### src/rtl/cts_pkg.sv
// Package for the tick scheduler: sizes, command and status types, codes.
// Used by cts_ctrl, cts_datapath and the top level; no dependencies.
package cts_pkg;

    localparam int MAX_TASKS = 16;
    localparam int SLOT_W    = $clog2(MAX_TASKS);
    localparam int CNT_W     = $clog2(MAX_TASKS + 1);

    // configuration register indexes
    localparam logic CFG_POLICY  = 1'b0;
    localparam logic CFG_QUANTUM = 1'b1;

    // scheduling policies
    localparam logic [1:0] POL_RR   = 2'd0;
    localparam logic [1:0] POL_RANK = 2'd1;
    localparam logic [1:0] POL_SJF  = 2'd2;
    localparam logic [1:0] POL_RR_B = 2'd3;

    localparam logic [15:0] CNT_MAX = 16'hFFFF;

    // item kinds
    localparam logic MODE_LOAD = 1'b0;
    localparam logic MODE_TICK = 1'b1;

    typedef enum logic [3:0] {
        OP_NONE, OP_LOAD, OP_TSTART, OP_WSTEP, OP_DECIDE,
        OP_SINIT, OP_SSTEP, OP_SPICK, OP_SHIFT, OP_RUN
    } t_op;

    typedef struct packed {
        t_op op;
    } t_cmd;

    typedef struct packed {
        logic wscan_done;
        logic sel_need;
        logic sscan_done;
        logic shift_done;
    } t_stat;

endpackage

### src/rtl/cts_in_if.sv
// Input channel of the tick scheduler: valid/ready plus one load or tick word.
// Depends on nothing.
interface cts_in_if;
    logic        valid;
    logic        ready;
    logic        mode;
    logic [7:0]  task_id;
    logic [15:0] burst_time;
    logic [7:0]  rank;
    logic [15:0] io_frequency;
    logic [15:0] io_duration;

    modport source (output valid, mode, task_id, burst_time, rank, io_frequency,
                    io_duration, input ready);
    modport sink   (input valid, mode, task_id, burst_time, rank, io_frequency,
                    io_duration, output ready);
endinterface

### src/rtl/cts_out_if.sv
// Result channel of the tick scheduler: valid/ready plus one result word.
// Depends on nothing.
interface cts_out_if;
    logic        valid;
    logic        ready;
    logic        accepted;
    logic        running_valid;
    logic [7:0]  running_id;
    logic        finished_valid;
    logic [7:0]  finished_id;
    logic [31:0] finish_time;
    logic        all_done;
    logic [31:0] time_now;

    modport source (output valid, accepted, running_valid, running_id, finished_valid,
                    finished_id, finish_time, all_done, time_now, input ready);
    modport sink   (input valid, accepted, running_valid, running_id, finished_valid,
                    finished_id, finish_time, all_done, time_now, output ready);
endinterface

### src/rtl/cts_ctrl.sv
// Sequencer of the tick scheduler: walks a tick through its phases.
// Depends on cts_pkg; drives cts_datapath through t_cmd, reads t_stat.
module cts_ctrl (
    input  logic          i_clk,
    input  logic          i_rst_n,
    input  logic          i_in_valid,
    input  logic          i_in_mode,
    output logic          o_in_ready,
    output logic          o_out_valid,
    input  logic          i_out_ready,
    input  cts_pkg::t_stat i_stat,
    output cts_pkg::t_cmd  o_cmd
);

    typedef enum logic [8:0] {
        S_IDLE   = 9'b000000001,
        S_WSCAN  = 9'b000000010,
        S_DECIDE = 9'b000000100,
        S_SEL    = 9'b000001000,
        S_SSCAN  = 9'b000010000,
        S_PICK   = 9'b000100000,
        S_SHIFT  = 9'b001000000,
        S_RESP   = 9'b010000000,
        S_SPARE  = 9'b100000000
    } t_state;

    t_state r_state, n_state;

    // next state and command
    always_comb begin
        n_state     = r_state;
        o_cmd.op    = cts_pkg::OP_NONE;
        o_in_ready  = 1'b0;
        o_out_valid = 1'b0;
        case (r_state)
            S_IDLE: begin
                o_in_ready = 1'b1;
                if (i_in_valid) begin
                    if (i_in_mode == cts_pkg::MODE_LOAD) begin
                        o_cmd.op = cts_pkg::OP_LOAD;
                        n_state  = S_RESP;
                    end else begin
                        o_cmd.op = cts_pkg::OP_TSTART;
                        n_state  = S_WSCAN;
                    end
                end
            end
            S_WSCAN: begin
                o_cmd.op = cts_pkg::OP_WSTEP;
                if (i_stat.wscan_done) n_state = S_DECIDE;
            end
            S_DECIDE: begin
                o_cmd.op = cts_pkg::OP_DECIDE;
                n_state  = S_SEL;
            end
            S_SEL: begin
                if (i_stat.sel_need) begin
                    o_cmd.op = cts_pkg::OP_SINIT;
                    n_state  = S_SSCAN;
                end else begin
                    o_cmd.op = cts_pkg::OP_RUN;
                    n_state  = S_RESP;
                end
            end
            S_SSCAN: begin
                o_cmd.op = cts_pkg::OP_SSTEP;
                if (i_stat.sscan_done) n_state = S_PICK;
            end
            S_PICK: begin
                o_cmd.op = cts_pkg::OP_SPICK;
                n_state  = S_SHIFT;
            end
            S_SHIFT: begin
                if (i_stat.shift_done) begin
                    o_cmd.op = cts_pkg::OP_RUN;
                    n_state  = S_RESP;
                end else begin
                    o_cmd.op = cts_pkg::OP_SHIFT;
                end
            end
            S_RESP: begin
                o_out_valid = 1'b1;
                if (i_out_ready) n_state = S_IDLE;
            end
            default: n_state = S_IDLE;
        endcase
    end

    always_ff @(posedge i_clk) begin
        if (!i_rst_n) r_state <= S_IDLE;
        else          r_state <= n_state;
    end

endmodule

### src/rtl/cts_datapath.sv
// Task table, ready and waiting lists, counters and result word of the scheduler.
// Depends on cts_pkg; commanded by cts_ctrl.
module cts_datapath (
    input  logic           i_clk,
    input  logic           i_rst_n,
    input  cts_pkg::t_cmd  i_cmd,
    output cts_pkg::t_stat o_stat,
    input  logic           i_cfg_we,
    input  logic           i_cfg_idx,
    input  logic [15:0]    i_cfg_data,
    input  logic [7:0]     i_task_id,
    input  logic [15:0]    i_burst_time,
    input  logic [7:0]     i_rank,
    input  logic [15:0]    i_io_frequency,
    input  logic [15:0]    i_io_duration,
    output logic           o_accepted,
    output logic           o_running_valid,
    output logic [7:0]     o_running_id,
    output logic           o_finished_valid,
    output logic [7:0]     o_finished_id,
    output logic [31:0]    o_finish_time,
    output logic           o_all_done,
    output logic [31:0]    o_time_now
);

    localparam int SW = cts_pkg::SLOT_W;
    localparam int CW = cts_pkg::CNT_W;

    // task table
    logic [7:0]  r_tid    [cts_pkg::MAX_TASKS];
    logic [15:0] r_rem    [cts_pkg::MAX_TASKS];
    logic [7:0]  r_rank   [cts_pkg::MAX_TASKS];
    logic [15:0] r_ioint  [cts_pkg::MAX_TASKS];
    logic [15:0] r_ioleft [cts_pkg::MAX_TASKS];
    logic [15:0] r_since  [cts_pkg::MAX_TASKS];
    logic [cts_pkg::MAX_TASKS-1:0] r_used;
    logic [SW-1:0] r_ro [cts_pkg::MAX_TASKS];
    logic [SW-1:0] r_wo [cts_pkg::MAX_TASKS];

    logic [CW-1:0] r_rcnt, r_wcnt, r_i, r_wr;
    logic [SW-1:0] r_run_slot, r_best;
    logic          r_run_flag;
    logic [15:0]   r_qused, r_bestkey, r_quantum;
    logic [31:0]   r_clock;
    logic [1:0]    r_policy;

    logic [CW-1:0] idx_inc;
    logic [SW-1:0] ro_addr, ro_rd, wo_rd, sl_addr, free_slot;
    logic          free_found, pol_min, done_now, stop;
    logic [15:0]   key, left_dec;

    assign idx_inc = r_i + 1'b1;
    assign pol_min = (r_policy == cts_pkg::POL_RANK) || (r_policy == cts_pkg::POL_SJF);
    assign done_now = (r_rcnt == '0) && (r_wcnt == '0) && !r_run_flag;

    // one read address for each list; the ready list's address is chosen by the phase
    always_comb begin
        case (i_cmd.op)
            cts_pkg::OP_SINIT: ro_addr = '0;
            cts_pkg::OP_SPICK: ro_addr = r_best;
            cts_pkg::OP_SHIFT: ro_addr = idx_inc[SW-1:0];
            default:           ro_addr = r_i[SW-1:0];
        endcase
    end
    assign ro_rd = r_ro[ro_addr];
    assign wo_rd = r_wo[r_i[SW-1:0]];

    always_comb begin
        case (i_cmd.op)
            cts_pkg::OP_WSTEP: sl_addr = wo_rd;
            cts_pkg::OP_SINIT,
            cts_pkg::OP_SSTEP: sl_addr = ro_rd;
            default:           sl_addr = r_run_slot;
        endcase
    end

    assign key      = (r_policy == cts_pkg::POL_RANK) ? {8'd0, r_rank[sl_addr]} : r_rem[sl_addr];
    assign left_dec = (r_ioleft[sl_addr] == '0) ? '0 : r_ioleft[sl_addr] - 16'd1;

    // first empty slot
    always_comb begin
        free_found = 1'b0;
        free_slot  = '0;
        for (int k = 0; k < cts_pkg::MAX_TASKS; k++) begin
            if (!free_found && !r_used[k]) begin
                free_found = 1'b1;
                free_slot  = SW'(k);
            end
        end
    end

    // running task leaves the CPU in the decide phase
    assign stop = (r_rem[r_run_slot] == '0)
               || ((r_ioint[r_run_slot] != '0) && (r_since[r_run_slot] >= r_ioint[r_run_slot]))
               || (!pol_min && (r_qused >= r_quantum));

    assign o_stat.wscan_done = (r_i >= r_wcnt);
    assign o_stat.sel_need   = !r_run_flag && (r_rcnt != '0);
    assign o_stat.sscan_done = !((r_i < r_rcnt) && pol_min);
    assign o_stat.shift_done = (r_i >= r_rcnt);

    // control state
    always_ff @(posedge i_clk) begin
        if (!i_rst_n) begin
            r_used     <= '0;
            r_rcnt     <= '0;
            r_wcnt     <= '0;
            r_run_slot <= '0;
            r_run_flag <= 1'b0;
            r_qused    <= '0;
            r_clock    <= '0;
            r_policy   <= cts_pkg::POL_RR;
            r_quantum  <= 16'd4;
            r_i        <= '0;
            r_wr       <= '0;
            r_best     <= '0;
        end else begin
            if (i_cfg_we) begin
                if (i_cfg_idx == cts_pkg::CFG_POLICY) r_policy  <= i_cfg_data[1:0];
                else                                  r_quantum <= i_cfg_data;
            end
            case (i_cmd.op)
                cts_pkg::OP_LOAD: begin
                    if (free_found) begin
                        r_used[free_slot] <= 1'b1;
                        r_rcnt            <= r_rcnt + 1'b1;
                    end
                end
                cts_pkg::OP_TSTART: begin
                    r_i  <= '0;
                    r_wr <= '0;
                end
                cts_pkg::OP_WSTEP: begin
                    if (r_i < r_wcnt) begin
                        r_i <= idx_inc;
                        if (left_dec == '0) r_rcnt <= r_rcnt + 1'b1;
                        else                r_wr   <= r_wr + 1'b1;
                    end else begin
                        r_wcnt <= r_wr;
                    end
                end
                cts_pkg::OP_DECIDE: begin
                    if (r_run_flag && stop) begin
                        r_run_flag <= 1'b0;
                        r_qused    <= '0;
                        if (r_rem[r_run_slot] == '0) r_used[r_run_slot] <= 1'b0;
                        else if ((r_ioint[r_run_slot] != '0)
                                 && (r_since[r_run_slot] >= r_ioint[r_run_slot]))
                            r_wcnt <= r_wcnt + 1'b1;
                        else r_rcnt <= r_rcnt + 1'b1;
                    end
                end
                cts_pkg::OP_SINIT: begin
                    r_i    <= CW'(1);
                    r_best <= '0;
                end
                cts_pkg::OP_SSTEP: begin
                    if ((r_i < r_rcnt) && pol_min) begin
                        r_i <= idx_inc;
                        if (key < r_bestkey) r_best <= r_i[SW-1:0];
                    end
                end
                cts_pkg::OP_SPICK: begin
                    r_run_slot <= ro_rd;
                    r_run_flag <= 1'b1;
                    r_rcnt     <= r_rcnt - 1'b1;
                    r_i        <= {{(CW-SW){1'b0}}, r_best};
                end
                cts_pkg::OP_SHIFT: r_i <= idx_inc;
                cts_pkg::OP_RUN: begin
                    if (r_run_flag && (r_qused != cts_pkg::CNT_MAX)) r_qused <= r_qused + 16'd1;
                    if (!done_now) r_clock <= r_clock + 32'd1;
                end
                default: ;
            endcase
        end
    end

    // table, list and result payload
    always_ff @(posedge i_clk) begin
        case (i_cmd.op)
            cts_pkg::OP_LOAD: begin
                if (free_found) begin
                    r_tid[free_slot]    <= i_task_id;
                    r_rem[free_slot]    <= i_burst_time;
                    r_rank[free_slot]   <= i_rank;
                    r_ioint[free_slot]  <= i_io_frequency;
                    r_ioleft[free_slot] <= i_io_duration;
                    r_since[free_slot]  <= '0;
                    r_ro[r_rcnt[SW-1:0]] <= free_slot;
                end
                o_accepted       <= free_found;
                o_running_valid  <= 1'b0;
                o_running_id     <= '0;
                o_finished_valid <= 1'b0;
                o_finished_id    <= '0;
                o_finish_time    <= '0;
                o_all_done       <= free_found ? 1'b0 : done_now;
                o_time_now       <= r_clock;
            end
            cts_pkg::OP_TSTART: begin
                o_finished_valid <= 1'b0;
                o_finished_id    <= '0;
                o_finish_time    <= '0;
                o_time_now       <= r_clock;
            end
            cts_pkg::OP_WSTEP: begin
                if (r_i < r_wcnt) begin
                    r_ioleft[sl_addr] <= left_dec;
                    if (left_dec == '0) r_ro[r_rcnt[SW-1:0]] <= sl_addr;
                    else                r_wo[r_wr[SW-1:0]]   <= sl_addr;
                end
            end
            cts_pkg::OP_DECIDE: begin
                if (r_run_flag) begin
                    if (r_rem[r_run_slot] == '0) begin
                        o_finished_valid <= 1'b1;
                        o_finished_id    <= r_tid[r_run_slot];
                        o_finish_time    <= r_clock;
                    end else if ((r_ioint[r_run_slot] != '0)
                                 && (r_since[r_run_slot] >= r_ioint[r_run_slot])) begin
                        r_since[r_run_slot]  <= '0;
                        r_wo[r_wcnt[SW-1:0]] <= r_run_slot;
                    end else if (!pol_min && (r_qused >= r_quantum)) begin
                        r_ro[r_rcnt[SW-1:0]] <= r_run_slot;
                    end
                end
            end
            cts_pkg::OP_SINIT: r_bestkey <= key;
            cts_pkg::OP_SSTEP: begin
                if ((r_i < r_rcnt) && pol_min && (key < r_bestkey)) r_bestkey <= key;
            end
            cts_pkg::OP_SHIFT: r_ro[r_i[SW-1:0]] <= ro_rd;
            cts_pkg::OP_RUN: begin
                o_accepted      <= 1'b0;
                o_running_valid <= r_run_flag;
                o_running_id    <= r_run_flag ? r_tid[r_run_slot] : 8'd0;
                o_all_done      <= done_now;
                if (r_run_flag) begin
                    if (r_rem[r_run_slot] != '0) r_rem[r_run_slot] <= r_rem[r_run_slot] - 16'd1;
                    if (r_since[r_run_slot] != cts_pkg::CNT_MAX)
                        r_since[r_run_slot] <= r_since[r_run_slot] + 16'd1;
                end
            end
            default: ;
        endcase
    end

endmodule

### src/rtl/cpu_tick_scheduler_top.sv
// Tick scheduler over a table of cts_pkg::MAX_TASKS task slots. One word is taken
// at a time: a load word's result is offered in the cycle after it is taken; a tick
// word first steps the waiting tasks through the I/O countdown, one per cycle, then,
// if no task runs, makes one pass over the ready queue for the rank or shortest-
// remaining search and one pass to close the gap in the queue; round robin skips the
// search pass. The result word then waits on the output until taken.
// Top level: joins cts_ctrl and cts_datapath; depends on cts_pkg and the interfaces.
module cpu_tick_scheduler_top (
    input  logic        i_clk,
    input  logic        i_rst_n,
    cts_in_if.sink      i_in,
    cts_out_if.source   o_out,
    input  logic        i_cfg_we,
    input  logic        i_cfg_idx,
    input  logic [15:0] i_cfg_data
);

    cts_pkg::t_cmd  cmd;
    cts_pkg::t_stat stat;

    // phase sequencer
    cts_ctrl u_ctrl (
        .i_clk       (i_clk),
        .i_rst_n     (i_rst_n),
        .i_in_valid  (i_in.valid),
        .i_in_mode   (i_in.mode),
        .o_in_ready  (i_in.ready),
        .o_out_valid (o_out.valid),
        .i_out_ready (o_out.ready),
        .i_stat      (stat),
        .o_cmd       (cmd)
    );

    // tables and counters
    cts_datapath u_dp (
        .i_clk            (i_clk),
        .i_rst_n          (i_rst_n),
        .i_cmd            (cmd),
        .o_stat           (stat),
        .i_cfg_we         (i_cfg_we),
        .i_cfg_idx        (i_cfg_idx),
        .i_cfg_data       (i_cfg_data),
        .i_task_id        (i_in.task_id),
        .i_burst_time     (i_in.burst_time),
        .i_rank           (i_in.rank),
        .i_io_frequency   (i_in.io_frequency),
        .i_io_duration    (i_in.io_duration),
        .o_accepted       (o_out.accepted),
        .o_running_valid  (o_out.running_valid),
        .o_running_id     (o_out.running_id),
        .o_finished_valid (o_out.finished_valid),
        .o_finished_id    (o_out.finished_id),
        .o_finish_time    (o_out.finish_time),
        .o_all_done       (o_out.all_done),
        .o_time_now       (o_out.time_now)
    );

endmodule

### src/flat_wrapper.sv
// flat-port wrapper written by rule: the top's interface ports become plain ports
module cpu_tick_scheduler_top_flat 
  (i_clk, i_rst_n, i_cfg_we, i_cfg_idx, i_cfg_data, i_in_valid, i_in_mode, i_in_task_id, i_in_burst_time, i_in_rank, i_in_io_frequency, i_in_io_duration, i_in_ready, o_out_valid, o_out_accepted, o_out_running_valid, o_out_running_id, o_out_finished_valid, o_out_finished_id, o_out_finish_time, o_out_all_done, o_out_time_now, o_out_ready);
  cts_in_if i_in_i ();
  cts_out_if o_out_i ();
  input  logic i_clk;
  input  logic i_rst_n;
  input  logic i_cfg_we;
  input  logic i_cfg_idx;
  input  logic [15:0] i_cfg_data;
  input wire logic [$bits(i_in_i.valid)-1:0] i_in_valid;
  input wire logic [$bits(i_in_i.mode)-1:0] i_in_mode;
  input wire logic [$bits(i_in_i.task_id)-1:0] i_in_task_id;
  input wire logic [$bits(i_in_i.burst_time)-1:0] i_in_burst_time;
  input wire logic [$bits(i_in_i.rank)-1:0] i_in_rank;
  input wire logic [$bits(i_in_i.io_frequency)-1:0] i_in_io_frequency;
  input wire logic [$bits(i_in_i.io_duration)-1:0] i_in_io_duration;
  output wire logic [$bits(i_in_i.ready)-1:0] i_in_ready;
  output wire logic [$bits(o_out_i.valid)-1:0] o_out_valid;
  output wire logic [$bits(o_out_i.accepted)-1:0] o_out_accepted;
  output wire logic [$bits(o_out_i.running_valid)-1:0] o_out_running_valid;
  output wire logic [$bits(o_out_i.running_id)-1:0] o_out_running_id;
  output wire logic [$bits(o_out_i.finished_valid)-1:0] o_out_finished_valid;
  output wire logic [$bits(o_out_i.finished_id)-1:0] o_out_finished_id;
  output wire logic [$bits(o_out_i.finish_time)-1:0] o_out_finish_time;
  output wire logic [$bits(o_out_i.all_done)-1:0] o_out_all_done;
  output wire logic [$bits(o_out_i.time_now)-1:0] o_out_time_now;
  input wire logic [$bits(o_out_i.ready)-1:0] o_out_ready;
  assign i_in_i.valid = i_in_valid;
  assign i_in_i.mode = i_in_mode;
  assign i_in_i.task_id = i_in_task_id;
  assign i_in_i.burst_time = i_in_burst_time;
  assign i_in_i.rank = i_in_rank;
  assign i_in_i.io_frequency = i_in_io_frequency;
  assign i_in_i.io_duration = i_in_io_duration;
  assign i_in_ready = i_in_i.ready;
  assign o_out_valid = o_out_i.valid;
  assign o_out_accepted = o_out_i.accepted;
  assign o_out_running_valid = o_out_i.running_valid;
  assign o_out_running_id = o_out_i.running_id;
  assign o_out_finished_valid = o_out_i.finished_valid;
  assign o_out_finished_id = o_out_i.finished_id;
  assign o_out_finish_time = o_out_i.finish_time;
  assign o_out_all_done = o_out_i.all_done;
  assign o_out_time_now = o_out_i.time_now;
  assign o_out_i.ready = o_out_ready;
  cpu_tick_scheduler_top u_core (.i_clk(i_clk), .i_rst_n(i_rst_n), .i_in(i_in_i), .o_out(o_out_i), .i_cfg_we(i_cfg_we), .i_cfg_idx(i_cfg_idx), .i_cfg_data(i_cfg_data));
endmodule
### config.mk
export PLATFORM = sky130hd
export DESIGN_NAME = cpu_tick_scheduler_top_flat
export DESIGN_NICKNAME = d
export VERILOG_FILES = /design/src/rtl/cts_pkg.sv /design/src/rtl/cts_in_if.sv /design/src/rtl/cts_out_if.sv /design/src/rtl/cts_ctrl.sv /design/src/rtl/cts_datapath.sv /design/src/rtl/cpu_tick_scheduler_top.sv /design/src/flat_wrapper.sv
export SDC_FILE = /design/constraint.sdc
export NUM_CORES = 2
export LEC_CHECK = 0
export BUFFER_PORTS_ARGS = -buffer_cell sky130_fd_sc_hd__buf_2
export CAP_MARGIN = 5
export CORE_UTILIZATION = 35
export CTS_BUF_LIST = sky130_fd_sc_hd__clkbuf_8
export DETAILED_ROUTE_END_ITERATION = 6
export PLACE_DENSITY = 0.6
export SETUP_SLACK_MARGIN = 0.05
export SYNTH_ARGS = -nofsm -noshare
export SYNTH_HDL_FRONTEND = slang
export SYNTH_SLANG_ARGS = --single-unit
### constraint.sdc
create_clock -name i_clk -period 9.7 [get_ports i_clk]
set_input_delay 0.485 -clock i_clk [delete_from_list [all_inputs] [get_ports i_clk]]
set_output_delay 0.485 -clock i_clk [all_outputs]
set_load 0.05 [all_outputs]
==> metrics.cfg <==
[outcome]
status=complete, no violations

[clock_tree]
cts-root-buf=clkbuf_8
cts_tree=built
clockBufferDepth=4
clkTransAtPathRegs_ps=60
h-tree-depth=5
clock_sinks=1635
cts_resized=0
numCtsBuffers=285
clk_latency_ps=1000

[placement]
dpl-instance-area_um2=74900
preCtsSetupSlack_ps=797
gp_congestion=0.936
portBuffers=172
place_hpwl_um=114000
dp.cells=7435

[worst_setup_path]
worst_setup_path_start_kind=flop
crit_top_cell=nand2_1
critPathMaxStageDelay_ps=810
cp.arrival_ps=9610
required_ps=10280
worstSetupPathType=reg2reg
reg2reg_from=u_core.u_ctrl.r_state[2]
end_kind=flop
reg2reg_slack_ps=670
reg2reg_to=u_core.u_dp.r_bestkey[5]
cp_slowest_cell=nor4_2
cp_max_fo=114
r2r_cells=26

[synthesis]
synth_edf_count=1508
yosysTopAreaCellShare_pct=64.4
mappedNetlistArea_um2=70400
ys_top_cells_by_area=edfxtp_1 (64%), mux4_2 (10%), dfxtp_1 (3.6%), nand2_1 (3.4%), nand3_1 (2.1%)
postSynthAreaPerCell_um2=14.9
synth.top_cells.by_count=edfxtp_1 (1508), nand2_1 (637), mux4_2 (320)
syn_inst=4733
synthFlopType=edfxtp_1
synth-async-reset-ratio_pct=0
synth_most_common_cell=edfxtp_1
yosysWarningCount=0
yosys_register_bits=1635
syn-num-nets=4892
synth_area_leader_cell=edfxtp_1
synth_cell_types=99
ys_seq_area_share_pct=68.0

[floorplanning]
die_area_um2=203000
core_um2=200000
start_util_pct=35.2
die_x_um=450
rows=164
die_h_um=450
ioPinCount=173

[cells_and_area]
drive_above_1_share_pct=20.6
fillers=18365
final-instance-count-excl-fill=7988
syn_to_final_growth_pct=14.3
final_util_pct=40.3
fin_nets=5288
fin_area_um2=80500

[run]
cap_violations=0

[timing]
fin_skew_ps=74.0
relSlewSlack_pct=17.2
slew_viol_final=0
min_period_ps=9030
fmax_mhz=111
rsz0062_at_grt=false
setup-tns-final_ps=0
final_hold_viol_count=0
hold-worst-slack_ps=87.7
setup_viol=0
tightest_slew_ps=1230
setup_ws_ps=668
fin_crit_sh_pct=93.1

[route]
vias=43487
drt_first_pass_iters=5
drtIter0Drc=4401
routed_wl_um=191000
vias_per_cell=5.44
drt_drc_violations_left=0
wire_per_inst_um=23.9
final_antenna_net_count=0

[grt]
grt.total_usage_pct=18.4
grt_max_degree=173
first_global_vias=42792
overflow=0
antenna_found_initial=13
grt_pass1_wl_um=280000

[power]
p_per_area_nw_per_um2=180
p_total_mw=14.5
p_leak_nw=26.9
worst_ir_drop_vdd_uv=142

[hold_path]
min_to=u_core.u_dp.r_ioleft[14][1]
hp-start=i_in_io_duration[1]
hold_class=in2reg
holdPathStages=4

## power by group
| part | internal [mW] | switching, mW |
|---|---|---|
| combinational | 0.316 | 0.718 |
| sequential | 7.78 | 0.0416 |
| clock | 2.87 | 2.73 |
## logic make-up (layout without fill, tap and decap cells)
family	Yosys count	after routing	share of synthesized area, %
multiplexers	390	390	11.3
buffers and inverters	374	965	2.13
AND/OR/NAND/NOR	1600	1600	10.6
AO/OA/AOI/OAI	578	578	5.71
adder cells (fa/ha/maj)	72	72	1.29
flip-flops	1635	1635	68.0
other	0	8	0
XOR/XNOR	84	84	1.05
## how the worst max path moves through the flow
stage,to,depth (start not counted),startpoint
floorplan,u_core.u_dp.r_since[2][0],29,flop
global placement,u_core.u_dp.r_bestkey[12],25,u_core.u_ctrl.r_state[2]
detailed placement,u_core.u_dp.r_bestkey[8],25,u_core.u_ctrl.r_state[2]
CTS,u_core.u_dp.r_bestkey[5],26,u_core.u_ctrl.r_state[3]
global route,u_core.u_dp.r_ro[2][2],24,u_core.u_ctrl.r_state[3]
finish,u_core.u_dp.r_bestkey[5],26,u_core.u_ctrl.r_state[2]
## cell usage in the layout, fill, tap and decap left out, types with 63 or more instances in the layout
cell           synthesis  layout
nand3_1              293     293
ha_1                  71      71
nand2_1              637     636
buf_2                 15     172
a21oi_1              132     131
dfxtp_1              127     123
edfxtp_1            1508    1508
mux4_2               320     320
inv_1                106     180
buf_4                  2     128
dlygate4sd3_1          0      63
clkbuf_8               0     296
nor2_1               263     211
o21ai_0              100      99
and3_1                91      91
clkinv_1               1      64
## metal layers
layer,up-vias,part of all wire (%),GRT usage [%]
met5,-,0.033,0
met4,10,3.0,6.11
met3,389,6.9,3.16
met2,1807,48,29.9
met1,22117,42,24.9
li1,19164,-,-
## critical path, delay by kind of cell, from the launching register on
kind / cells / cell delay, ps
simple gates: 12 / 4200
flops: 1 / 410
buf+inv: 2 / 820
fa+ha+maj: 1 / 240
mux: 1 / 300
compound gates: 10 / 2460
## area by class of cell
class                   count  area [um2]  share of cell area, %
clock buffers             296        4070                   5.06
repair buffers            372        2630                   3.27
diodes                      8        20.0                 0.0249
clock inverters           186         823                   1.02
well taps                2656        3320                   4.13
multi-input cells        2724       21300                   26.5
inverters                 111         428                  0.532
flip-flops and latches   1635       47800                   59.5
## registers in the layout, summed over array words and instances, names as in the netlist, 4 cells and up, named ones only
| signal | cells |
|---|---|
| u_core.u_dp.r_ioint | 256 |
| u_core.u_dp.r_ioleft | 256 |
| u_core.u_dp.r_rem | 256 |
| u_core.u_dp.r_since | 256 |
| u_core.u_dp.r_rank | 128 |
| u_core.u_dp.r_tid | 128 |
| u_core.u_dp.r_ro | 64 |
| u_core.u_dp.r_wo | 64 |
| u_core.u_dp.o_finish_time | 32 |
| u_core.u_dp.o_time_now | 32 |
| u_core.u_dp.r_clock | 32 |
| u_core.u_dp.r_bestkey | 16 |
| u_core.u_dp.r_quantum | 16 |
| u_core.u_dp.r_qused | 16 |
| u_core.u_dp.r_used | 16 |
| u_core.u_ctrl.r_state | 8 |
| u_core.u_dp.o_finished_id | 8 |
| u_core.u_dp.o_running_id | 8 |
| u_core.u_dp.r_i | 5 |
| u_core.u_dp.r_rcnt | 5 |
| u_core.u_dp.r_wcnt | 5 |
| u_core.u_dp.r_wr | 5 |
| u_core.u_dp.r_best | 4 |
| u_core.u_dp.r_run_slot | 4 |
## repair_timing
| action | in CTS | in global routing |
|---|---|---|
| hold buffers | 63 | 0 |
| hold endpoints to repair | 611 | 0 |
| buffers inserted | 0 | 0 |
(Power assumes the default switching activity.)
